<file path="src/design/asfj_delay.sv">
// Enabled shift line that keeps operands aligned with the arithmetic stages.
module asfj_delay #(
  parameter int unsigned WIDTH = 32,
  parameter int unsigned DEPTH = 1
) (
  input  logic             clk,
  input  logic             en,
  input  logic [WIDTH-1:0] d,
  output logic [WIDTH-1:0] q
);
  logic [WIDTH-1:0] sr_r [DEPTH];

  always_ff @(posedge clk) begin
    if (en) begin
      sr_r[0] <= d;
      for (int i = 1; i < DEPTH; i++) begin
        sr_r[i] <= sr_r[i-1];
      end
    end
  end

  assign q = sr_r[DEPTH-1];
endmodule

</file>
<file path="config.mk">
export PLATFORM = sky130hd
export DESIGN_NAME = asfj_delay
export DESIGN_NICKNAME = d
export VERILOG_FILES = /design/src/design/asfj_delay.sv
export SDC_FILE = /design/constraint.sdc
export NUM_CORES = 1
export LEC_CHECK = 0
export ABC_AREA = 1
export BUFFER_PORTS_ARGS = -buffer_cell sky130_fd_sc_hd__buf_2
export CORE_ASPECT_RATIO = 0.7
export CORE_UTILIZATION = 42
export CTS_CLUSTER_SIZE = 14
export DETAILED_ROUTE_END_ITERATION = 16
export PLACE_DENSITY = 0.81
export SKIP_CTS_REPAIR_TIMING = 1
export SLEW_MARGIN = 10
export SYNTH_ARGS = -nofsm -noshare
export SYNTH_HDL_FRONTEND = slang
export SYNTH_SLANG_ARGS = --single-unit
</file>
<file path="constraint.sdc">
create_clock -name clk -period 0.8 [get_ports clk]
set_input_delay 0.04 -clock clk [delete_from_list [all_inputs] [get_ports clk]]
set_output_delay 0.04 -clock clk [all_outputs]
set_load 0.01 [all_outputs]
</file>
==> qor.csv <==
stage,metric,value,unit
pwr,peak supply drop,0.00121,V
final_layout,registers with the most flip-flops,sr_r x32,
detailed_routing,total routed wirelength,2520,um
final_layout,multi-input logic area,0,sq um
yosys,post-synthesis instance total,32,
floorplan,Chip Width,59.2,um
floorplan,placeable core region,2150,sq um
final_layout,Filler Cell Count,125,
pwr,clock share of power,23.6,%
worst_setup_path,critical path's slowest cell,sky130_fd_sc_hd__edfxtp_1,
worst_setup_path,arrival time at the worst endpoint,0.86,ns
clock_tree,H-tree depth,2,
worst_setup_path,critical path's top delay family,flip-flops,
detailed_routing,post-route DRC violation count,0,
final_layout,layout overhead on the synthesized area,78.1,%
final_layout,Multi-In Gates,0,
final_layout,share of the core filled with cells in the final layout,79.4,%
pwr,Sequential Power Share,62.5,%
detailed_routing,drt pass-1 iters,4,
sta,Final Cycle Share,113,%
yosys,number of synthesis warnings,0,
detailed_routing,Iteration-0 DRC Markers,22,
pwr,Comb power frac,13.9,%
sta,maximum operating frequency,1110,MHz
run_status,violated checks,setup timing,
detailed_routing,routed via count divided by cell count,4.18,
worst_hold_path,classification of the worst-slack hold path,in2reg,
worst_setup_path,longest individual stage delay on the worst path,0.40,ns
sta,max-slew violation total from the final report,0,
final_layout,register with the highest flop count,sr_r,
worst_setup_path,number of buffer and inverter instances along the worst setup path,1,
worst_setup_path,largest fanout on the critical path,1,
clock_tree,number of sinks on the clock net,32,
worst_setup_path,instance count on the critical path,1,
global_routing,grt ovf,0,
yosys,register area share after synthesis,100,%
clock_tree,clock tree from TritonCTS,done,
sta,unrepaired setup endpoints after global routing,true,
final_layout,net total in the final layout,171,
final_layout,number of non-filler instances in the completed layout,169,
global_routing,pin count of the biggest net entering global routing,33,
placement,Port Buffers,65,
yosys,summed instance area of the synthesized netlist,961,sq um
floorplan,number of rows created at floorplan,14,
detailed_routing,routed wire length per instance,14.9,um
placement,GPL Wtd Cong,0.778,
detailed_routing,vias after detailed routing,706,
floorplan,starting density of the core,44.6,%
worst_setup_path,critical path endpoint category,output pin,
global_routing,wire length of the first global-routing pass,3020,um
final_layout,total inserted antenna cells,0,
yosys,"flops & latches, synth",32,
global_routing,GRT Util Overall,18.6,%
yosys,synthesized net count,66,
worst_hold_path,hold path depth,2,
final_layout,"commonest non-fill, non-tap cell in the layout",sky130_fd_sc_hd__buf_2,
final_layout,flip-flop count of the largest register after layout,32,
floorplan,overall die area,2490,sq um
worst_setup_path,data required time of the critical path,0.76,ns
clock_tree,clk buf depth,2,
clock_tree,master cell of the clock root buffer,sky130_fd_sc_hd__clkbuf_4,
global_routing,number of antenna violations at the first check in global routing,0,
sta,clock period minus worst slack,0.903,ns
sta,Final Hold Violating Endpoints,0,
floorplan,die span in y,42.0,um
worst_setup_path,worst setup path class,reg2out,
sta,max-slew headroom at the worst pin,88.8,%
pwr,Internal Dissipation,2.55,mW
worst_setup_path,startpoint class of the critical path,register,
clock_tree,total CTS buffers,5,
final_layout,"commonest cells after routing, fill and taps aside","sky130_fd_sc_hd__buf_2, sky130_fd_sc_hd__dlygate4sd3_1, sky130_fd_sc_hd__edfxtp_1, sky130_fd_sc_hd__clkbuf_4, sky130_fd_sc_hd__clkinv_1",
run_status,status,"finished, violations left",
pwr,reported leakage power,0.738,nW
worst_hold_path,Hold Path Origin,en,
pwr,Power Dens Cells,1890,nW/um^2
final_layout,register cell area after layout,961,sq um
placement,Post-Place Setup Slack,0.141,ns
clock_tree,Clock transition at path regs,0.09,ns
placement,placed cell count,130,
worst_setup_path,sequence of cells on the critical path,buf_2,
pwr,P_sw,0.692,mW
worst_setup_path,Critical Path Start,sr_r[0][10],
flow_run,maxcap violations,0,
detailed_routing,number of antenna-violating nets in the routed design,0,
global_routing,via count of the first global-routing pass,557,
floorplan,boundary pin count,66,
pwr,switching part of the total,21.4,%
yosys,Cell variety after synth,1,
yosys,average cell area after synthesis,30.0,sq um
sta,slew at the pin closest to its max-slew limit,0.169,ns
sta,final setup violation count,32,
sta,Final WS setup,-0.103,ns
final_layout,fraction of layout cells with a size suffix above 1,51.8,%
[cells by family after synthesis]
kind of cell / share of synthesized area (%)
flops: 100
[metal layers]
metal,vias up,share of wire (%),global-route usage (%)
li1,339,-,-
met1,335,44,27.4
met2,21,49,24.3
met3,11,3.5,4.63
met4,0,3.4,12.9
met5,-,0,0
[final cells by class]
| cell class | count | share of cell area, % |
|---|---|---|
| Clock buffer | 5 | 2.19 |
| Clock inverter | 2 | 0.439 |
| Sequential cell | 32 | 56.1 |
| Tap cell | 32 | 2.34 |
| Timing Repair Buffer | 98 | 38.9 |
[metrics by stage]
step	hold WS, ns	power [mW]	area [sq um]	TNS (ns)
after detailed placement	0.218	2.38	1350	0
after CTS	-0.121	3.14	1390	-2.64
after global routing	0.177	3.34	1710	-3.29
final	0.184	3.24	1710	-2.13
after floorplan	0.139	2.14	961	0
after global placement	0.217	2.37	1350	0
[synthesized netlist by cell type, drive strengths merged]
cell type	count	area (sq um)
edfxtp	32	961
[path summary, 6_finish.rpt]
kind / end / slack (ns)
worst min-delay path: sr_r[0][13] / 0.18
worst max-delay path: q[10] / -0.10
[power by group through the flow]
stage | combinational, mW | clock (mW) | sequential (mW)
6_report | 0.449 | 0.766 | 2.02
3_5_place_dp | 0.320 | 0 | 2.06
4_1_cts | 0.320 | 0.804 | 2.02
2_1_floorplan | 0 | 0 | 2.14
3_3_place_gp | 0.316 | 0 | 2.05
5_1_grt | 0.475 | 0.836 | 2.03
Note: power is estimated with default switching activity, not from simulation.
