===== config.mk =====
export PLATFORM = sky130hd
export DESIGN_NAME = asfj_fmul
export DESIGN_NICKNAME = d
export VERILOG_FILES = /design/src/design/asfj_pkg.sv /design/src/design/asfj_fmul.sv
export SDC_FILE = /design/constraint.sdc
export NUM_CORES = 2
export LEC_CHECK = 0
export ABC_AREA = 1
export BUFFER_PORTS_ARGS = -buffer_cell sky130_fd_sc_hd__buf_2
export CORE_AREA = 2 2 256 195
export DETAILED_ROUTE_END_ITERATION = 10
export DIE_AREA = 0 0 258 197
export GPL_TIMING_DRIVEN = 0
export HOLD_SLACK_MARGIN = 0.12
export PLACE_DENSITY = 0.8
export SYNTH_ARGS = -nofsm -noshare
export SYNTH_HDL_FRONTEND = slang
export SYNTH_SLANG_ARGS = --single-unit

===== constraint.sdc =====
create_clock -name clk -period 8.6 [get_ports clk]
set_input_delay 2.58 -clock clk [delete_from_list [all_inputs] [get_ports clk]]
set_output_delay 2.58 -clock clk [all_outputs]
set_load 0.005 [all_outputs]

===== src/design/asfj_pkg.sv =====
// Shared types, constants and floating-point helpers for the axial spring block.
package asfj_pkg;

  localparam int unsigned DIV_STEPS  = 28;
  localparam int unsigned SQRT_STEPS = 28;
  localparam int unsigned LAT_ADD    = 4;
  localparam int unsigned LAT_MUL    = 3;
  localparam int unsigned LAT_DIV    = DIV_STEPS + 2;
  localparam int unsigned LAT_SQRT   = SQRT_STEPS + 2;

  localparam logic [31:0] CANON_NAN = 32'h7FC0_0000;
  localparam logic [31:0] INF_BITS  = 32'h7F80_0000;

  typedef struct packed {
    logic [31:0] edge_x;
    logic [31:0] edge_y;
    logic [31:0] edge_z;
    logic [31:0] first_disp_x;
    logic [31:0] first_disp_y;
    logic [31:0] first_disp_z;
    logic [31:0] second_disp_x;
    logic [31:0] second_disp_y;
    logic [31:0] second_disp_z;
    logic [31:0] stiffness;
  } in_word_t;

  typedef struct packed {
    logic [31:0] force_x;
    logic [31:0] force_y;
    logic [31:0] force_z;
    logic [31:0] tan_xx;
    logic [31:0] tan_xy;
    logic [31:0] tan_xz;
    logic [31:0] tan_yx;
    logic [31:0] tan_yy;
    logic [31:0] tan_yz;
    logic [31:0] tan_zx;
    logic [31:0] tan_zy;
    logic [31:0] tan_zz;
  } out_word_t;

  typedef struct packed {
    logic               sgn;
    logic signed [10:0] ex;
    logic [23:0]        man;
    logic               zero;
    logic               inf;
    logic               nan;
  } fp_unp_t;

  typedef struct packed {
    logic nan;
    logic inf;
    logic zero;
    logic sgn;
  } fp_cls_t;

  // Subnormal inputs are normalized so that the leading one sits in bit 23.
  function automatic fp_unp_t unpack(input logic [31:0] a);
    fp_unp_t     u;
    logic [23:0] m;
    logic [4:0]  k;
    u.sgn  = a[31];
    u.nan  = (&a[30:23]) & (|a[22:0]);
    u.inf  = (&a[30:23]) & ~(|a[22:0]);
    u.zero = ~(|a[30:0]);
    m = {1'b0, a[22:0]};
    k = '0;
    for (int i = 0; i < 24; i++) begin
      if (m[i]) k = 5'(23 - i);
    end
    if (|a[30:23]) begin
      u.man = {1'b1, a[22:0]};
      u.ex  = $signed({3'b000, a[30:23]});
    end else begin
      u.man = m << k;
      u.ex  = 11'sd1 - $signed({6'b000000, k});
    end
    return u;
  endfunction

  // The mantissa carries its leading one in bit 26, then guard, round and sticky bits.
  function automatic logic [31:0] round_pack(input logic sgn, input logic signed [10:0] ex,
                                             input logic [26:0] m);
    logic [26:0]        ms;
    logic [26:0]        lost;
    logic signed [10:0] sh;
    logic [7:0]         eb;
    logic               inc;
    logic [24:0]        mr;
    logic [30:0]        mag;
    ms   = m;
    lost = '0;
    eb   = '0;
    sh   = '0;
    if (ex <= 11'sd0) begin
      sh = 11'sd1 - ex;
      if (sh > 11'sd26) begin
        ms = {26'b0, |m};
      end else begin
        lost = m & ~({27{1'b1}} << sh[4:0]);
        ms   = (m >> sh[4:0]) | {26'b0, |lost};
      end
    end else begin
      eb = ex[7:0] - 8'd1;
    end
    inc = ms[2] & (ms[3] | ms[1] | ms[0]);
    mr  = {1'b0, ms[26:3]} + {24'b0, inc};
    mag = {eb, 23'b0} + {6'b0, mr};
    if (ex >= 11'sd255) begin
      return {sgn, INF_BITS[30:0]};
    end
    return {sgn, mag};
  endfunction

endpackage


===== src/design/asfj_fmul.sv =====
// Three-stage binary32 multiplier with round to nearest even.
module asfj_fmul (
  input  logic        clk,
  input  logic        en,
  input  logic [31:0] a,
  input  logic [31:0] b,
  output logic [31:0] y
);
  asfj_pkg::fp_unp_t ua, ub;
  asfj_pkg::fp_cls_t cls_nxt;

  logic signed [10:0] s1_e_r;
  logic [23:0]        s1_ma_r, s1_mb_r;
  asfj_pkg::fp_cls_t  s1_cls_r;

  logic signed [10:0] s2_e_r;
  logic [47:0]        s2_p_r;
  asfj_pkg::fp_cls_t  s2_cls_r;

  logic [26:0]        m27;
  logic signed [10:0] e_fin;
  logic [31:0]        y_nxt, y_r;

  always_comb begin
    ua = asfj_pkg::unpack(a);
    ub = asfj_pkg::unpack(b);
    cls_nxt.nan  = ua.nan | ub.nan | (ua.inf & ub.zero) | (ua.zero & ub.inf);
    cls_nxt.inf  = ua.inf | ub.inf;
    cls_nxt.zero = ua.zero | ub.zero;
    cls_nxt.sgn  = ua.sgn ^ ub.sgn;
  end

  always_ff @(posedge clk) begin
    if (en) begin
      s1_e_r   <= ua.ex + ub.ex - 11'sd127;
      s1_ma_r  <= ua.man;
      s1_mb_r  <= ub.man;
      s1_cls_r <= cls_nxt;
      s2_e_r   <= s1_e_r;
      s2_p_r   <= s1_ma_r * s1_mb_r;
      s2_cls_r <= s1_cls_r;
    end
  end

  always_comb begin
    if (s2_p_r[47]) begin
      m27   = {s2_p_r[47:22], |s2_p_r[21:0]};
      e_fin = s2_e_r + 11'sd1;
    end else begin
      m27   = {s2_p_r[46:21], |s2_p_r[20:0]};
      e_fin = s2_e_r;
    end
    if (s2_cls_r.nan) begin
      y_nxt = asfj_pkg::CANON_NAN;
    end else if (s2_cls_r.inf) begin
      y_nxt = {s2_cls_r.sgn, asfj_pkg::INF_BITS[30:0]};
    end else if (s2_cls_r.zero) begin
      y_nxt = {s2_cls_r.sgn, 31'b0};
    end else begin
      y_nxt = asfj_pkg::round_pack(s2_cls_r.sgn, e_fin, m27);
    end
  end

  always_ff @(posedge clk) begin
    if (en) y_r <= y_nxt;
  end

  assign y = y_r;
endmodule


==> results_dict.tcl <==
set metrics [dict create \
    status "complete, no violations" \
    place.port_buffers 97 \
    fp.dieH_um 197 \
    track_usage_pct 43.90 \
    wirelength_mm 109.4 \
    avgSynthCellArea_sq_um 7.494 \
    post_drt_wl_per_cell_um 21.96 \
    ys_seq_elements 158 \
    crit_top_cell "fa_1" \
    slew_viol_final 0 \
    final_layout_size_suffix_gt1_share_pct 6.070 \
    tritoncts "done" \
    core-area_sq_um 48260 \
    vias 29440 \
    clock_skew_ps 16.95 \
    setup_tns_ps 0 \
    routed_via_density 5.907 \
    min_path_type "register to register" \
    root_buffer "clkbuf_16" \
    htreeDepth 4 \
    grt_pass1_wl_mm 165.6 \
    grt_remaining_overflow 0 \
    min_to "s2_e_r[6]" \
    worstSetupPathType "register to register" \
    clock.fmax_mhz 121.0 \
    rr_endpoint "s2_p_r[45]" \
    clkLatencyLatePin_ps 470 \
    crit_path_max_incr_delay_ps 790 \
    core.rowCount 70 \
    place_hpwl_mm 88.99 \
    timing.final.ws_setup_ps 336.0 \
    r2r_cells 27 \
    path_buf_inv 5 \
    r2r_slack_ps 340 \
    worst-path-max-fanout 10 \
    worst_slew_pin_slew_ps 999.6 \
    grt_pass1_vias 28090 \
    cts.path.max_buffers 2 \
    cp_top_family "adder cells" \
    period_needed_ps 8264 \
    firstDrtPassIters 9 \
    area_growth_pct 6.663 \
    yosysSeqAreaShare_pct 15.09 \
    die_w_um 258 \
    final_hold_viol_count 0 \
    synthCells 4195 \
    arrival_ps 8470 \
    grt_start_max_net_pins 102 \
    end_kind "register" \
    hp-start "s1_e_r[6]" \
    required_ps 8810 \
    slowest_stage "edfxtp_1" \
    hold_depth 0 \
    num-nets-final 5076 \
    drc 0 \
    cts_buffers 17 \
    max_slew_margin_pct 33.36 \
    fin_crit_sh_pct 96.09 \
    clkSinkCount 158 \
    drv_cap 0 \
    io_pins 98 \
    rr_startpoint "s1_mb_r[13]" \
    finalSetupViolCount 0 \
    start_kind "register" \
    die_area_sq_um 50830 \
    initialDrtViolationCount 4176 \
    start_util_pct 65.14 \
    rsz0062_at_grt "no" \
    antenna_found_initial 1 \
    syn_nets 4950 \
    gp_congestion 1.057 \
    yosysWarnings 0 \
    ant_nets 0 \
    synth_cell_types 60 \
    synth_area_sq_um 31440 \
    cts.clk_slew.worst_paths_ps 70 \
    dp_slack_ps 101.2 \
    holdWs_ps 417.7 \
]
stage by stage:
stage          instance area [sq um]  utilization (%)  cells
2_1_floorplan                  31440                -   4195
3_3_place_gp                   32730            67.83   4940
3_5_place_dp                   32800            67.96   4942
4_1_cts                        33370            69.14   4973
5_1_grt                        33530            69.47   4981
6_report                       33530            69.48   4983
layout by cell type, fill, tap and decap left out, types with 18 or more instances in the layout:
cell type  Yosys  layout
o21ai_0      159     158
nor2_1       194     194
o21ai_1       33      34
o22ai_1       18      18
o211ai_1      22      22
nand3_1      260     260
clkbuf_1     139     104
xnor2_1       22      22
clkbuf_2       0      34
nand2_1     1161    1161
inv_1        963     963
ha_1         206     206
buf_2         10     107
nor3_1        23      23
a21oi_1      110     110
nand4_1       24      24
xor2_1        44      44
edfxtp_1     158     158
fa_1         483     483
Yosys cell counts (all sizes together):
master / count / area (sq um)
nand2: 1176 / 4457
inv: 973 / 3652
fa: 483 / 9669
nand3: 261 / 1311
nor2: 209 / 842.1
ha: 206 / 2577
o21ai: 202 / 1056
edfxtp: 158 / 4745
clkbuf: 139 / 521.8
a21oi: 110 / 550.5
xor2: 46 / 417.9
buf: 28 / 181.4
nor3: 27 / 155.2
nand4: 24 / 150.1
xnor2: 23 / 209.0
o211ai: 22 / 165.2
o22ai: 18 / 112.6
a31oi: 14 / 87.58
or2: 12 / 77.57
nor4: 11 / 68.82
mux2i: 7 / 70.07
nand3b: 6 / 52.55
clkinv: 5 / 18.77
o21a: 5 / 37.54
a221oi: 4 / 35.03
a21boi: 3 / 22.52
a21o: 3 / 22.52
nor3b: 3 / 27.52
o21bai: 3 / 22.52
a2bb2oi: 2 / 17.52
o41ai: 2 / 17.52
a2111oi: 1 / 8.760
a311oi: 1 / 8.760
a32o: 1 / 10.01
a41oi: 1 / 8.760
and3: 1 / 6.260
o2111ai: 1 / 8.760
o211a: 1 / 10.01
o221ai: 1 / 8.760
o311ai: 1 / 8.760
o31ai: 1 / 7.510
cell families (layout without fill, tap and decap cells):
| logic type | count (synthesis) | in the layout | synth area share [%] |
|---|---|---|---|
| AOI/OAI and AO/OA | 397 | 397 | 7.084 |
| xor gates and xnor gates | 69 | 69 | 1.994 |
| adders and majority gates | 689 | 689 | 38.96 |
| buffers and inverters | 1145 | 1283 | 13.91 |
| DFF | 158 | 158 | 15.09 |
| muxes | 7 | 7 | 0.2229 |
| other | 0 | 2 | 0 |
| and+or+nand+nor | 1730 | 1730 | 22.74 |
how the worst max path moves through the flow:
stage / start / to / slack, ps / depth (start not counted)
2_1_floorplan: s1_mb_r[3] / s2_p_r[45] / 1820 / 27
3_3_place_gp: s1_mb_r[5] / s2_p_r[45] / 180 / 27
3_5_place_dp: s1_ma_r[13] / s2_p_r[45] / 100 / 27
4_1_cts: s1_ma_r[13] / s2_p_r[45] / 50 / 27
5_1_grt: s1_ma_r[5] / s2_p_r[45] / 80 / 27
6_report: s1_mb_r[13] / s2_p_r[45] / 340 / 27
registers in the layout, summed over array words and instances (netlist names):
name and cells:
s2_e_r 11, s1_e_r 11, y 32, s1_cls_r 4, s1_ma_r 24, s2_cls_r 4, s1_mb_r 24, s2_p_r 48
final cells by class:
cell class,instances,area [sq um]
Sequential cell,158,4745
Fill cell,4151,14730
Tap cell,648,810.8
Clock buffer,18,429.2
Multi-Input combinational cell,2892,22320
Buffer,167,753.2
Inverter,978,3671
Timing Repair Buffer,107,656.9
Antenna cell,2,5.005
Clock inverter,13,142.6
routing by layer:
layer  wire length (um)  global-route usage [%]  up-vias
met2              41740                   57.34     2287
li1                   -                       -    13000
met1              43390                   62.13    13820
met3              20210                   22.54      313
met5                379                   4.215        -
met4               3726                   14.15       10
what timing repair did:
| item | in CTS | in global routing |
|---|---|---|
| hold buffers | 0 | 0 |
| setup endpoints to repair | 0 | 5 |
| gates resized for setup | 0 | 77 |
| setup buffers | 0 | 8 |
Power is left out: the tool's default activity adds up to more than one toggle a clock period on the data nets, which glitch-free logic cannot reach.
