$ cat src/design/asfj_pkg.sv
// Shared types, constants and floating-point helpers for the axial spring block.
package asfj_pkg;

  localparam int unsigned DIV_STEPS  = 28;
  localparam int unsigned SQRT_STEPS = 28;
  localparam int unsigned LAT_ADD    = 4;
  localparam int unsigned LAT_MUL    = 3;
  localparam int unsigned LAT_DIV    = DIV_STEPS + 2;
  localparam int unsigned LAT_SQRT   = SQRT_STEPS + 2;

  localparam logic [31:0] CANON_NAN = 32'h7FC0_0000;
  localparam logic [31:0] INF_BITS  = 32'h7F80_0000;

  typedef struct packed {
    logic [31:0] edge_x;
    logic [31:0] edge_y;
    logic [31:0] edge_z;
    logic [31:0] first_disp_x;
    logic [31:0] first_disp_y;
    logic [31:0] first_disp_z;
    logic [31:0] second_disp_x;
    logic [31:0] second_disp_y;
    logic [31:0] second_disp_z;
    logic [31:0] stiffness;
  } in_word_t;

  typedef struct packed {
    logic [31:0] force_x;
    logic [31:0] force_y;
    logic [31:0] force_z;
    logic [31:0] tan_xx;
    logic [31:0] tan_xy;
    logic [31:0] tan_xz;
    logic [31:0] tan_yx;
    logic [31:0] tan_yy;
    logic [31:0] tan_yz;
    logic [31:0] tan_zx;
    logic [31:0] tan_zy;
    logic [31:0] tan_zz;
  } out_word_t;

  typedef struct packed {
    logic               sgn;
    logic signed [10:0] ex;
    logic [23:0]        man;
    logic               zero;
    logic               inf;
    logic               nan;
  } fp_unp_t;

  typedef struct packed {
    logic nan;
    logic inf;
    logic zero;
    logic sgn;
  } fp_cls_t;

  // Subnormal inputs are normalized so that the leading one sits in bit 23.
  function automatic fp_unp_t unpack(input logic [31:0] a);
    fp_unp_t     u;
    logic [23:0] m;
    logic [4:0]  k;
    u.sgn  = a[31];
    u.nan  = (&a[30:23]) & (|a[22:0]);
    u.inf  = (&a[30:23]) & ~(|a[22:0]);
    u.zero = ~(|a[30:0]);
    m = {1'b0, a[22:0]};
    k = '0;
    for (int i = 0; i < 24; i++) begin
      if (m[i]) k = 5'(23 - i);
    end
    if (|a[30:23]) begin
      u.man = {1'b1, a[22:0]};
      u.ex  = $signed({3'b000, a[30:23]});
    end else begin
      u.man = m << k;
      u.ex  = 11'sd1 - $signed({6'b000000, k});
    end
    return u;
  endfunction

  // The mantissa carries its leading one in bit 26, then guard, round and sticky bits.
  function automatic logic [31:0] round_pack(input logic sgn, input logic signed [10:0] ex,
                                             input logic [26:0] m);
    logic [26:0]        ms;
    logic [26:0]        lost;
    logic signed [10:0] sh;
    logic [7:0]         eb;
    logic               inc;
    logic [24:0]        mr;
    logic [30:0]        mag;
    ms   = m;
    lost = '0;
    eb   = '0;
    sh   = '0;
    if (ex <= 11'sd0) begin
      sh = 11'sd1 - ex;
      if (sh > 11'sd26) begin
        ms = {26'b0, |m};
      end else begin
        lost = m & ~({27{1'b1}} << sh[4:0]);
        ms   = (m >> sh[4:0]) | {26'b0, |lost};
      end
    end else begin
      eb = ex[7:0] - 8'd1;
    end
    inc = ms[2] & (ms[3] | ms[1] | ms[0]);
    mr  = {1'b0, ms[26:3]} + {24'b0, inc};
    mag = {eb, 23'b0} + {6'b0, mr};
    if (ex >= 11'sd255) begin
      return {sgn, INF_BITS[30:0]};
    end
    return {sgn, mag};
  endfunction

endpackage

$ cat src/design/asfj_fsqrt.sv
// Pipelined binary32 square root, one root bit per stage.
module asfj_fsqrt (
  input  logic        clk,
  input  logic        en,
  input  logic [31:0] a,
  output logic [31:0] y
);
  localparam int unsigned STEPS = asfj_pkg::SQRT_STEPS;

  asfj_pkg::fp_unp_t  ua;
  asfj_pkg::fp_cls_t  cls_nxt;
  logic signed [10:0] p_raw, p_even;
  logic [24:0]        m25;

  logic [55:0]        rad_r  [STEPS+1];
  logic [29:0]        rem_r  [STEPS+1];
  logic [27:0]        root_r [STEPS+1];
  logic signed [10:0] hp_r   [STEPS+1];
  asfj_pkg::fp_cls_t  cls_r  [STEPS+1];

  logic [27:0]        r_fin;
  logic [26:0]        m27;
  logic signed [10:0] e_fin;
  logic               st;
  logic [31:0]        y_nxt, y_r;

  always_comb begin
    ua    = asfj_pkg::unpack(a);
    p_raw = ua.ex - 11'sd150;
    if (p_raw[0]) begin
      m25    = {ua.man, 1'b0};
      p_even = p_raw - 11'sd1;
    end else begin
      m25    = {1'b0, ua.man};
      p_even = p_raw;
    end
    cls_nxt.zero = ua.zero;
    cls_nxt.nan  = ua.nan | (a[31] & ~ua.zero);
    cls_nxt.inf  = ua.inf;
    cls_nxt.sgn  = a[31];
  end

  always_ff @(posedge clk) begin
    if (en) begin
      rad_r[0]  <= {1'b0, m25, 30'b0};
      rem_r[0]  <= '0;
      root_r[0] <= '0;
      hp_r[0]   <= p_even >>> 1;
      cls_r[0]  <= cls_nxt;
    end
  end

  for (genvar k = 0; k < STEPS; k++) begin : g_step
    logic        ge;
    logic [31:0] rs, tr, dif;
    always_comb begin
      rs  = {rem_r[k], rad_r[k][55:54]};
      tr  = {2'b00, root_r[k], 2'b01};
      ge  = rs >= tr;
      dif = ge ? (rs - tr) : rs;
    end
    always_ff @(posedge clk) begin
      if (en) begin
        rad_r[k+1]  <= {rad_r[k][53:0], 2'b00};
        rem_r[k+1]  <= dif[29:0];
        root_r[k+1] <= {root_r[k][26:0], ge};
        hp_r[k+1]   <= hp_r[k];
        cls_r[k+1]  <= cls_r[k];
      end
    end
  end

  always_comb begin
    r_fin = root_r[STEPS];
    st    = |rem_r[STEPS];
    if (r_fin[27]) begin
      m27   = {r_fin[27:2], r_fin[1] | r_fin[0] | st};
      e_fin = hp_r[STEPS] + 11'sd139;
    end else begin
      m27   = {r_fin[26:1], r_fin[0] | st};
      e_fin = hp_r[STEPS] + 11'sd138;
    end
    if (cls_r[STEPS].zero) begin
      y_nxt = {cls_r[STEPS].sgn, 31'b0};
    end else if (cls_r[STEPS].nan) begin
      y_nxt = asfj_pkg::CANON_NAN;
    end else if (cls_r[STEPS].inf) begin
      y_nxt = asfj_pkg::INF_BITS;
    end else begin
      y_nxt = asfj_pkg::round_pack(1'b0, e_fin, m27);
    end
  end

  always_ff @(posedge clk) begin
    if (en) y_r <= y_nxt;
  end

  assign y = y_r;
endmodule

$ cat config.mk
export PLATFORM = sky130hd
export DESIGN_NAME = asfj_fsqrt
export DESIGN_NICKNAME = d
export VERILOG_FILES = /design/src/design/asfj_pkg.sv /design/src/design/asfj_fsqrt.sv
export SDC_FILE = /design/constraint.sdc
export NUM_CORES = 2
export LEC_CHECK = 0
export BUFFER_PORTS_ARGS = -buffer_cell sky130_fd_sc_hd__buf_2
export CAP_MARGIN = 20
export CORE_ASPECT_RATIO = 0.9
export CORE_UTILIZATION = 69
export DETAILED_ROUTE_END_ITERATION = 6
export PLACE_DENSITY = 0.87
export SETUP_SLACK_MARGIN = 0.5
export SKIP_LAST_GASP = 1
export SLEW_MARGIN = 20
export SYNTH_ARGS = -nofsm -noshare
export SYNTH_HDL_FRONTEND = slang
export SYNTH_SLANG_ARGS = --single-unit
$ cat constraint.sdc
create_clock -name clk -period 15.2 [get_ports clk]
set_clock_uncertainty 0.2 [all_clocks]
set_input_delay 3.04 -clock clk [delete_from_list [all_inputs] [get_ports clk]]
set_output_delay 3.04 -clock clk [all_outputs]
set_load 0.1 [all_outputs]
==> flow_summary.toml <==
[synthesis]
synthArstFlopShare_pct = 0
synth_enable_flop_cells = 1802
synthesis.nets = 7825
synth.cell_area_mm2 = 0.0898
postSynthAreaPerCell_um2 = 12.2
ys_dominant_reg_cell = "edfxtp_1"
synth_warnings = 0
synth-seq-cells = 1802
synth-seq-area-share_pct = 60.2
postSynthCellCount = 7352
synth.lib_cells_used.distinct = 110

[sta]
summed_negative_setup_slack_over_all_endpoints_ps = 0
timing_max_transition_violations_final = 0
layout_min_cycle_time_ps = 7240
finalHoldViolCount = 0
slew-limit-headroom_pct = 25.8
worst_hold_slack_after_final_layout_ps = 203
max_clock_freq_ghz = 0.138
finalWorstSetupSlack_ps = 7960
rsz0062_at_grt = "no"
finalCritPeriodShare_pct = 47.7
timing.final.setup_violations = 0
tightest_slew_ps = 1110

[hold_path]
min_path_cells = 0
min_to = "rad_r[0][484]"
timing.hold.worst.class = "flip-flop to flip-flop"
hp-start = "rad_r[0][428]"

[worst_setup_path]
timing.critical_path.fanout_max = 24
timing_worst_setup_path_type = "input port to flip-flop"
critical-path-top-cell-by-count = "a211oi_1"
regToRegSetupSlack_ps = 8260
critPathRequiredTime_ps = 15550
kind_of_end_point_of_the_critical_path = "flip-flop"
worst_r2r_start = "hp_r[1][132]"
worstReg2RegEnd = "y[25]"
crit_path_max_incr_delay_ps = 730
start_kind = "input port"
worst_path_max_delay_cell = "clkinv_1"
timing.critical_path.cells = "buf_2 > nor2_1 > o31ai_1 > a211oi_1 > o31ai_1 > a211oi_1 > o31a_1 > nor2_1 > buf_4 > clkinv_1 > ha_1 > xnor2_1 > a21oi_1 > nor2b_1 > nand2_1 > a211oi_1 > o211ai_1 > xor2_1"
r2r.worst_path.cells = 18
worst-endpoint-arrival_ps = 7600

[clocking]
path_clk_slew_ps = 70
cts_buffer_count = 172
later_pin_clock_latency_in_the_skew_report_ps = 840
cts_htree_levels = 4
cts.sinks = 1802
post_cts_hold_buffer_count = 0
cts_post_setup_buffers_inserted = 0
clock_tree_root_buffer_cell = "clkbuf_16"
tritoncts = "yes"
clock_tree.buffer_depth = 3
post_cts_resized = 0

[flow_run]
max-cap-violations = 0

[pwr]
total_leakage_power_nw = 37.3
peakVddDrop_mv = 0.114
power_density_mw_per_mm2 = 139

[global_routing]
initial_antenna_violation_count = 1
globalRoute.totalOverflow = 0
first_pass_grt_wire_length_um = 311000
globalRouteTotalUtil_pct = 29.8
number_of_global_route_vias_before_repair = 58400
grt_start_max_net_pins = 187

[layout]
final.fill_count = 7442
areaGrowthSynthToFinish_pct = 8.92
layout_common_cells = "1802 x edfxtp_1, 623 x inv_1, 541 x nor2_1, 494 x nand2_1, 470 x a21oi_1"
number_of_nets_in_the_layout = 7935
most_common_library_cell_in_the_layout_ignoring_fill_and_taps = "edfxtp_1"
final_design_area_no_fill_mm2 = 0.0978
layout-drive-gt1-share_pct = 7.63
antennaDiodeCount = 0

[floorplanning]
initial_utilization_pct = 69.5
num_rows = 125
ios = 66
die_width_um = 382
vertical_die_dimension_um = 344
floorplan.die_area_mm2 = 0.132
design.core.area_mm2 = 0.129

[drt]
route.detailed.drc = 23
postRouteAntennaNets = 0
detailedRoute.firstIterationViolations = 6047
drt_wl_total_um = 199000
routedWlPerCell_um = 21.3
detail_route.first_pass.iterations = 7
vias = 59000
route.detailed.vias_per_inst = 6.33

[placement]
gp_congestion = 0.906
placement.cell_area_mm2 = 0.0920
place_ws_ps = 7210
io_buffer_count = 65
place_hpwl_um = 132000

[outcome]
failed_checks = "DRC"
outcome = "finished, violations left"
[sequential cells by signal (all words and copies together) (netlist names)]
register and flops:
cls_r 116, rem_r 777, rad_r 181, hp_r 290, y 32, root_r 406
[area by class of cell]
class / count / area, µm² / share of cell area (%)
Clock buffer: 206 / 4470 / 4.57
Sequential cell: 1802 / 54100 / 55.3
Multi-Input combinational cell: 4741 / 32700 / 33.4
Timing Repair Buffer: 115 / 768 / 0.785
Clock inverter: 108 / 1340 / 1.36
Inverter: 630 / 2360 / 2.42
Tap cell: 1714 / 2140 / 2.19
[metal layers]
metal | wire length [µm] | up-vias | global-route usage (%)
met5 | 13 | - | 0
met4 | 6220 | 2 | 10.1
met1 | 79700 | 28600 | 38.8
met3 | 13600 | 504 | 4.67
met2 | 99000 | 2570 | 51.4
li1 | - | 27300 | -
[synthesized netlist by cell type, types with 56 or more instances]
library cell	count	area (µm²)
o31ai_1	63	473
ha_1	424	5310
nand2b_1	89	557
xnor2_1	331	2900
a21o_1	119	893
nor2_1	542	2030
edfxtp_1	1802	54100
inv_1	623	2340
clkbuf_1	139	522
o21ai_0	366	1830
nor4_1	93	582
nand2_1	494	1850
nor3_1	177	886
or3_1	72	450
nand3_1	116	581
mux2i_1	88	881
o21bai_1	69	518
mux2_2	79	890
o21a_1	78	586
a21oi_1	470	2350
a211oi_1	56	420
xor2_1	291	2550
[critical path: cells and delay by family]
kind	cells	cell delay, ps
xor+xnor	2	340
buf+inv	3	1150
fa+ha+maj	1	560
simple gates	4	590
compound gates	8	1900
[through the flow]
stage	cells	power (mW)	util, %
floorplan	7352	8.37	-
global placement	9000	8.99	71.2
detailed placement	9000	9.14	71.2
CTS	9314	13.6	75.7
global route	9316	14.1	75.7
finish	9316	13.6	75.7
[how the worst max path moves through the flow]
stage	start	endpoint	slack, ps	cells after the start
2_1_floorplan	a[3]	hp_r[0][6]	8500	17
3_3_place_gp	a[1]	hp_r[0][6]	7090	19
3_5_place_dp	a[0]	hp_r[0][6]	7210	18
4_1_cts	a[0]	hp_r[0][6]	8010	18
5_1_grt	a[0]	hp_r[0][6]	7740	18
6_report	a[0]	hp_r[0][6]	7960	18
[power breakdown]
part | switching, mW | internal [mW] | total, mW
sequential | 0.390 | 6.21 | 6.60
clock | 1.90 | 2.53 | 4.42
combinational | 1.52 | 1.03 | 2.55
[cells by family after synthesis]
| logic type | count (synthesis) | synth area share [%] |
|---|---|---|
| xor gates and xnor gates | 623 | 6.09 |
| and+or+nand+nor | 1945 | 10.6 |
| adders and majority gates | 439 | 6.24 |
| muxes | 183 | 2.36 |
| DFF | 1802 | 60.2 |
| buffers and inverters | 809 | 3.48 |
| AOI/OAI and AO/OA | 1550 | 11.0 |
| other | 1 | 0.00417 |
No activity file was read; power rests on OpenSTA's default activity.
