File: src/design/asfj_pkg.sv
// Shared types, constants and floating-point helpers for the axial spring block.
package asfj_pkg;

  localparam int unsigned DIV_STEPS  = 28;
  localparam int unsigned SQRT_STEPS = 28;
  localparam int unsigned LAT_ADD    = 4;
  localparam int unsigned LAT_MUL    = 3;
  localparam int unsigned LAT_DIV    = DIV_STEPS + 2;
  localparam int unsigned LAT_SQRT   = SQRT_STEPS + 2;

  localparam logic [31:0] CANON_NAN = 32'h7FC0_0000;
  localparam logic [31:0] INF_BITS  = 32'h7F80_0000;

  typedef struct packed {
    logic [31:0] edge_x;
    logic [31:0] edge_y;
    logic [31:0] edge_z;
    logic [31:0] first_disp_x;
    logic [31:0] first_disp_y;
    logic [31:0] first_disp_z;
    logic [31:0] second_disp_x;
    logic [31:0] second_disp_y;
    logic [31:0] second_disp_z;
    logic [31:0] stiffness;
  } in_word_t;

  typedef struct packed {
    logic [31:0] force_x;
    logic [31:0] force_y;
    logic [31:0] force_z;
    logic [31:0] tan_xx;
    logic [31:0] tan_xy;
    logic [31:0] tan_xz;
    logic [31:0] tan_yx;
    logic [31:0] tan_yy;
    logic [31:0] tan_yz;
    logic [31:0] tan_zx;
    logic [31:0] tan_zy;
    logic [31:0] tan_zz;
  } out_word_t;

  typedef struct packed {
    logic               sgn;
    logic signed [10:0] ex;
    logic [23:0]        man;
    logic               zero;
    logic               inf;
    logic               nan;
  } fp_unp_t;

  typedef struct packed {
    logic nan;
    logic inf;
    logic zero;
    logic sgn;
  } fp_cls_t;

  // Subnormal inputs are normalized so that the leading one sits in bit 23.
  function automatic fp_unp_t unpack(input logic [31:0] a);
    fp_unp_t     u;
    logic [23:0] m;
    logic [4:0]  k;
    u.sgn  = a[31];
    u.nan  = (&a[30:23]) & (|a[22:0]);
    u.inf  = (&a[30:23]) & ~(|a[22:0]);
    u.zero = ~(|a[30:0]);
    m = {1'b0, a[22:0]};
    k = '0;
    for (int i = 0; i < 24; i++) begin
      if (m[i]) k = 5'(23 - i);
    end
    if (|a[30:23]) begin
      u.man = {1'b1, a[22:0]};
      u.ex  = $signed({3'b000, a[30:23]});
    end else begin
      u.man = m << k;
      u.ex  = 11'sd1 - $signed({6'b000000, k});
    end
    return u;
  endfunction

  // The mantissa carries its leading one in bit 26, then guard, round and sticky bits.
  function automatic logic [31:0] round_pack(input logic sgn, input logic signed [10:0] ex,
                                             input logic [26:0] m);
    logic [26:0]        ms;
    logic [26:0]        lost;
    logic signed [10:0] sh;
    logic [7:0]         eb;
    logic               inc;
    logic [24:0]        mr;
    logic [30:0]        mag;
    ms   = m;
    lost = '0;
    eb   = '0;
    sh   = '0;
    if (ex <= 11'sd0) begin
      sh = 11'sd1 - ex;
      if (sh > 11'sd26) begin
        ms = {26'b0, |m};
      end else begin
        lost = m & ~({27{1'b1}} << sh[4:0]);
        ms   = (m >> sh[4:0]) | {26'b0, |lost};
      end
    end else begin
      eb = ex[7:0] - 8'd1;
    end
    inc = ms[2] & (ms[3] | ms[1] | ms[0]);
    mr  = {1'b0, ms[26:3]} + {24'b0, inc};
    mag = {eb, 23'b0} + {6'b0, mr};
    if (ex >= 11'sd255) begin
      return {sgn, INF_BITS[30:0]};
    end
    return {sgn, mag};
  endfunction

endpackage

File: src/design/asfj_fdiv.sv
// Pipelined binary32 divider, one restoring quotient bit per stage.
module asfj_fdiv (
  input  logic        clk,
  input  logic        en,
  input  logic [31:0] a,
  input  logic [31:0] b,
  output logic [31:0] y
);
  localparam int unsigned STEPS = asfj_pkg::DIV_STEPS;

  asfj_pkg::fp_unp_t ua, ub;
  asfj_pkg::fp_cls_t cls_nxt;

  logic [24:0]        rem_r [STEPS+1];
  logic [23:0]        dvs_r [STEPS+1];
  logic [27:0]        quo_r [STEPS+1];
  logic signed [10:0] ex_r  [STEPS+1];
  asfj_pkg::fp_cls_t  cls_r [STEPS+1];

  logic [27:0]        q_fin;
  logic [26:0]        m27;
  logic signed [10:0] e_fin;
  logic               st;
  logic [31:0]        y_nxt, y_r;

  always_comb begin
    ua = asfj_pkg::unpack(a);
    ub = asfj_pkg::unpack(b);
    cls_nxt.nan  = ua.nan | ub.nan | (ua.zero & ub.zero) | (ua.inf & ub.inf);
    cls_nxt.inf  = ua.inf | ub.zero;
    cls_nxt.zero = ua.zero | ub.inf;
    cls_nxt.sgn  = ua.sgn ^ ub.sgn;
  end

  always_ff @(posedge clk) begin
    if (en) begin
      rem_r[0] <= {1'b0, ua.man};
      dvs_r[0] <= ub.man;
      quo_r[0] <= '0;
      ex_r[0]  <= ua.ex - ub.ex + 11'sd127;
      cls_r[0] <= cls_nxt;
    end
  end

  for (genvar k = 0; k < STEPS; k++) begin : g_step
    logic        ge;
    logic [24:0] dif;
    always_comb begin
      ge  = rem_r[k] >= {1'b0, dvs_r[k]};
      dif = ge ? (rem_r[k] - {1'b0, dvs_r[k]}) : rem_r[k];
    end
    always_ff @(posedge clk) begin
      if (en) begin
        rem_r[k+1] <= {dif[23:0], 1'b0};
        dvs_r[k+1] <= dvs_r[k];
        quo_r[k+1] <= {quo_r[k][26:0], ge};
        ex_r[k+1]  <= ex_r[k];
        cls_r[k+1] <= cls_r[k];
      end
    end
  end

  always_comb begin
    q_fin = quo_r[STEPS];
    st    = |rem_r[STEPS];
    if (q_fin[27]) begin
      m27   = {q_fin[27:2], q_fin[1] | q_fin[0] | st};
      e_fin = ex_r[STEPS];
    end else begin
      m27   = {q_fin[26:1], q_fin[0] | st};
      e_fin = ex_r[STEPS] - 11'sd1;
    end
    if (cls_r[STEPS].nan) begin
      y_nxt = asfj_pkg::CANON_NAN;
    end else if (cls_r[STEPS].inf) begin
      y_nxt = {cls_r[STEPS].sgn, asfj_pkg::INF_BITS[30:0]};
    end else if (cls_r[STEPS].zero) begin
      y_nxt = {cls_r[STEPS].sgn, 31'b0};
    end else begin
      y_nxt = asfj_pkg::round_pack(cls_r[STEPS].sgn, e_fin, m27);
    end
  end

  always_ff @(posedge clk) begin
    if (en) y_r <= y_nxt;
  end

  assign y = y_r;
endmodule

File: config.mk
export PLATFORM = sky130hd
export DESIGN_NAME = asfj_fdiv
export DESIGN_NICKNAME = d
export VERILOG_FILES = /design/src/design/asfj_pkg.sv /design/src/design/asfj_fdiv.sv
export SDC_FILE = /design/constraint.sdc
export NUM_CORES = 2
export LEC_CHECK = 0
export BUFFER_PORTS_ARGS = -buffer_cell sky130_fd_sc_hd__buf_2
export CORE_MARGIN = 5
export CORE_UTILIZATION = 65
export CTS_CLUSTER_DIAMETER = 100
export DETAILED_ROUTE_END_ITERATION = 12
export MAX_ROUTING_LAYER = met4
export PLACE_DENSITY = 0.82
export SETUP_SLACK_MARGIN = 0.1
export SKIP_CTS_REPAIR_TIMING = 1
export SLEW_MARGIN = 10
export SYNTH_ARGS = -nofsm -noshare
export SYNTH_HDL_FRONTEND = slang
export SYNTH_SLANG_ARGS = --single-unit
File: constraint.sdc
create_clock -name clk -period 17.6 [get_ports clk]
set_input_delay 2.64 -clock clk [delete_from_list [all_inputs] [get_ports clk]]
set_output_delay 2.64 -clock clk [all_outputs]
set_load 0.01 [all_outputs]
==> metrics.cfg <==
[setup_path]
r2r-start=ex_r[28][0]$_DFFE_PP_
slowest_delay_ns=0.84
worstRegToRegCells=20
worstPathArrival_ns=8.61
cp.buffers_inverters=5
worstPathMaxFanout=38
path_delay_family=simple AND/OR/NAND/NOR gates
worstSetupEndpointType=flop
cp_common_cell=ha_1
critPathRequiredTime_ns=18.27
worstSetupPathDepth=20
path_cells=buf_4, inv_1, ha_1, nor2b_1, nor2_4, inv_2, ha_1, inv_1, ha_1, buf_4, o41ai_1, or4_1, o21ai_1, nand2b_1, o31ai_1, ha_1, nor3b_2, nand4_2, or3_1, a211oi_2
start_kind=flop
slowest_stage=o21ai_1
cp-startpoint=ex_r[28][0]$_DFFE_PP_
crit_type=flop to flop

[routing]
wl_met2_microns=129700
routed_wl_microns=260900
via_per_inst=6.125
dr_wl_met3_microns=14800
dr.max_layer_used=met4
dr.pass1.iters=6
via_count=74170
first_iter_violations=7413
routedWlPerCell_microns=21.54
ant_nets=0
wl_met1_microns=107100
drc=0

[layout]
nFillCells=11440
area_growth_pct=9.395
final_util_pct=71.41
fin_nets=10400
num_antenna_cells=0
drive_gt1_share_pct=7.961
finalInstanceArea_sq_um=124000

[sta]
setup_viol=0
slew_headroom_pct=22.74
min_period_ns=7.937
fin_tns_setup_ns=0
fmax_ghz=0.1260
hold_viol=0
report.final.slew_viol_count=0
rsz0062_at_grt=false
fin_crit_sh_pct=45.10
fin_skew_ns=0.04947
layout_setup_ws_ns=9.663
worst_slew_pin_slew_ns=1.159

[place]
routabilityCongestion=0.9412
detailed_place.area_sq_um=116600
portBuffers=97
hpwl_microns=185700
dp_worst_setup_slack_ns=9.860

[hold_path]
hp-class=flop to flop
min_from=quo_r[1][283]$_DFFE_PP_
hold_depth=0

[synthesis]
synth_largest_area_cell=edfxtp_1
synth_cells=9428
synth_top_area_share_pct=59.38
ys_seq_elements=2241
ys.flop_type=edfxtp_1
netlist_area_sq_um=113300
async_flop_share_pct=0
yosysSeqAreaShare_pct=59.38
syn_nets=10230
synth_warnings=0
yosysUniqueCellTypes=95
synth_edf_count=2241
syn_avg_cell_area_sq_um=12.02
ys_top_cells_by_area=edfxtp_1 59%, ha_1 7.8%, a21oi_1 3.4%

[pwr]
total_power_mw=21.07
peakVddDrop_v=0.0001182
powerDensity_nw_per_um2=170.0
p_leak_nw=48.96

[global_route]
grtUsageTotal_pct=29.17
grt_overflow=0
grt_max_degree=198
grt_pass1_vias=72270
grt_first_pass_wirelength_microns=405500
antenna_found_initial=3

[floorplanning]
ios=98
core_sq_um=173600
start_util_pct=65.28
die_x_microns=427.6
placementRows=153
dieArea_sq_um=182800
die-height_microns=427.6

[run_status]
outcome=completed

[clock_tree]
clk_latency_ns=0.88
clkTransAtPathRegs_ns=0.07
htreeDepth=4
cts_made_buffers=218
cts_tree=built
cts_max_path_buffers=3
clkSinkCount=2241
root_buffer=clkbuf_16

[flow_run]
drv_cap=0

sequential cells by signal (all words and copies together) (netlist names):
| name | count |
|---|---|
| rem_r | 696 |
| dvs_r | 672 |
| quo_r | 406 |
| ex_r | 319 |
| cls_r | 116 |
| y | 32 |
layer usage:
| metal | track usage (%) | vias to the layer above |
|---|---|---|
| li1 | - | 34860 |
| met1 | 37.78 | 35960 |
| met2 | 48.74 | 2771 |
| met3 | 3.388 | 581 |
| met4 | 9.489 | 0 |
| met5 | - | - |
cells in the final DEF, fill, tap and decap left out, types with 28 or more instances in the layout:
| master | netlist | layout |
|---|---|---|
| and2_1 | 38 | 38 |
| a211oi_1 | 71 | 71 |
| o21ai_0 | 555 | 555 |
| xnor2_1 | 330 | 329 |
| nor4_1 | 40 | 40 |
| a31oi_1 | 46 | 44 |
| bufinv_16 | 0 | 28 |
| or2_2 | 33 | 33 |
| mux2i_1 | 127 | 127 |
| a21boi_0 | 49 | 49 |
| nor2b_1 | 133 | 133 |
| nand2b_1 | 140 | 140 |
| and3_1 | 38 | 38 |
| o21a_1 | 55 | 55 |
| buf_2 | 11 | 96 |
| nand3_1 | 115 | 115 |
| clkinv_2 | 0 | 48 |
| xor2_1 | 236 | 236 |
| inv_1 | 947 | 947 |
| or3_1 | 53 | 53 |
| nor2_1 | 646 | 640 |
| fa_1 | 29 | 29 |
| clkbuf_16 | 0 | 218 |
| edfxtp_1 | 2241 | 2241 |
| a21o_1 | 187 | 187 |
| mux2_2 | 170 | 170 |
| nand4_1 | 137 | 137 |
| o31ai_1 | 86 | 85 |
| nand2_1 | 623 | 623 |
| ha_1 | 705 | 705 |
| clkinv_1 | 3 | 42 |
| clkbuf_1 | 182 | 36 |
| buf_4 | 1 | 65 |
| a21oi_1 | 763 | 755 |
| o21bai_1 | 59 | 59 |
| nor3_1 | 201 | 200 |
worst register-to-register path, stage by stage, from the launching register on:
cell      delay [ns]
edfxtp_1        0.33
buf_4           0.37
inv_1           0.51
ha_1            0.55
nor2b_1         0.41
nor2_4          0.20
inv_2           0.44
ha_1            0.34
inv_1           0.11
ha_1            0.28
buf_4           0.36
o41ai_1         0.14
or4_1           0.61
o21ai_1         0.84
nand2b_1        0.21
o31ai_1         0.30
ha_1            0.25
nor3b_2         0.45
nand4_2         0.35
or3_1           0.47
a211oi_2        0.21
per-stage QoR:
stage,instances,hold WS [ns]
after floorplan,9428,0.4003
after global placement,11700,0.4001
after detailed placement,11700,0.4045
after CTS,12110,0.3804
after global routing,12110,0.3976
final,12110,0.3885
cells by family after synthesis:
kind of cell               after synthesis  synth area share (%)
buffers and inverters                 1167                 3.894
DFF                                   2241                 59.38
adders and majority gates              735                 8.304
and+or+nand+nor                       2264                 9.507
muxes                                  300                 2.870
AOI/OAI and AO/OA                     2153                 11.65
xor gates and xnor gates               568                 4.403
where the power goes:
| group | total, mW | switching (mW) | leakage (nW) | internal (mW) |
|---|---|---|---|---|
| Sequential | 8.24 | 0.697 | 21.9 | 7.54 |
| Clock | 4.76 | 2.06 | 3.55 | 2.71 |
| Combinational | 8.07 | 4.73 | 23.5 | 3.34 |
| Total | 21.1 | 7.49 | 49.0 | 13.6 |
Yosys cell counts (137+ instances only):
cell,instances
nand2_1,623
xnor2_1,330
nor3_1,201
nand4_1,137
mux2_2,170
nor2_1,646
inv_1,947
a21oi_1,763
edfxtp_1,2241
clkbuf_1,182
xor2_1,236
ha_1,705
o21ai_0,555
a21o_1,187
nand2b_1,140
path summary, 6_finish.rpt:
| kind | to | slack, ns |
|---|---|---|
| worst max register to register | y[18]$_SDFFCE_PP0P_ | 9.66 |
| worst max-delay path | y[18]$_SDFFCE_PP0P_ | 9.66 |
| worst min register to register | quo_r[1][312]$_DFFE_PP_ | 0.39 |
| worst min-delay path | quo_r[1][312]$_DFFE_PP_ | 0.39 |
final cells by class:
class / count / area, sq um / area share [%]
sequential: 2241 / 67290 / 54.28
multi-input combinational: 6020 / 41770 / 33.69
clock buffer: 254 / 5590 / 4.509
inverter: 951 / 3570 / 2.879
tap: 2325 / 2909 / 2.346
clock inverter: 153 / 1784 / 1.439
timing repair buffer: 166 / 1069 / 0.8618
Note: power is estimated with default switching activity, not from simulation.
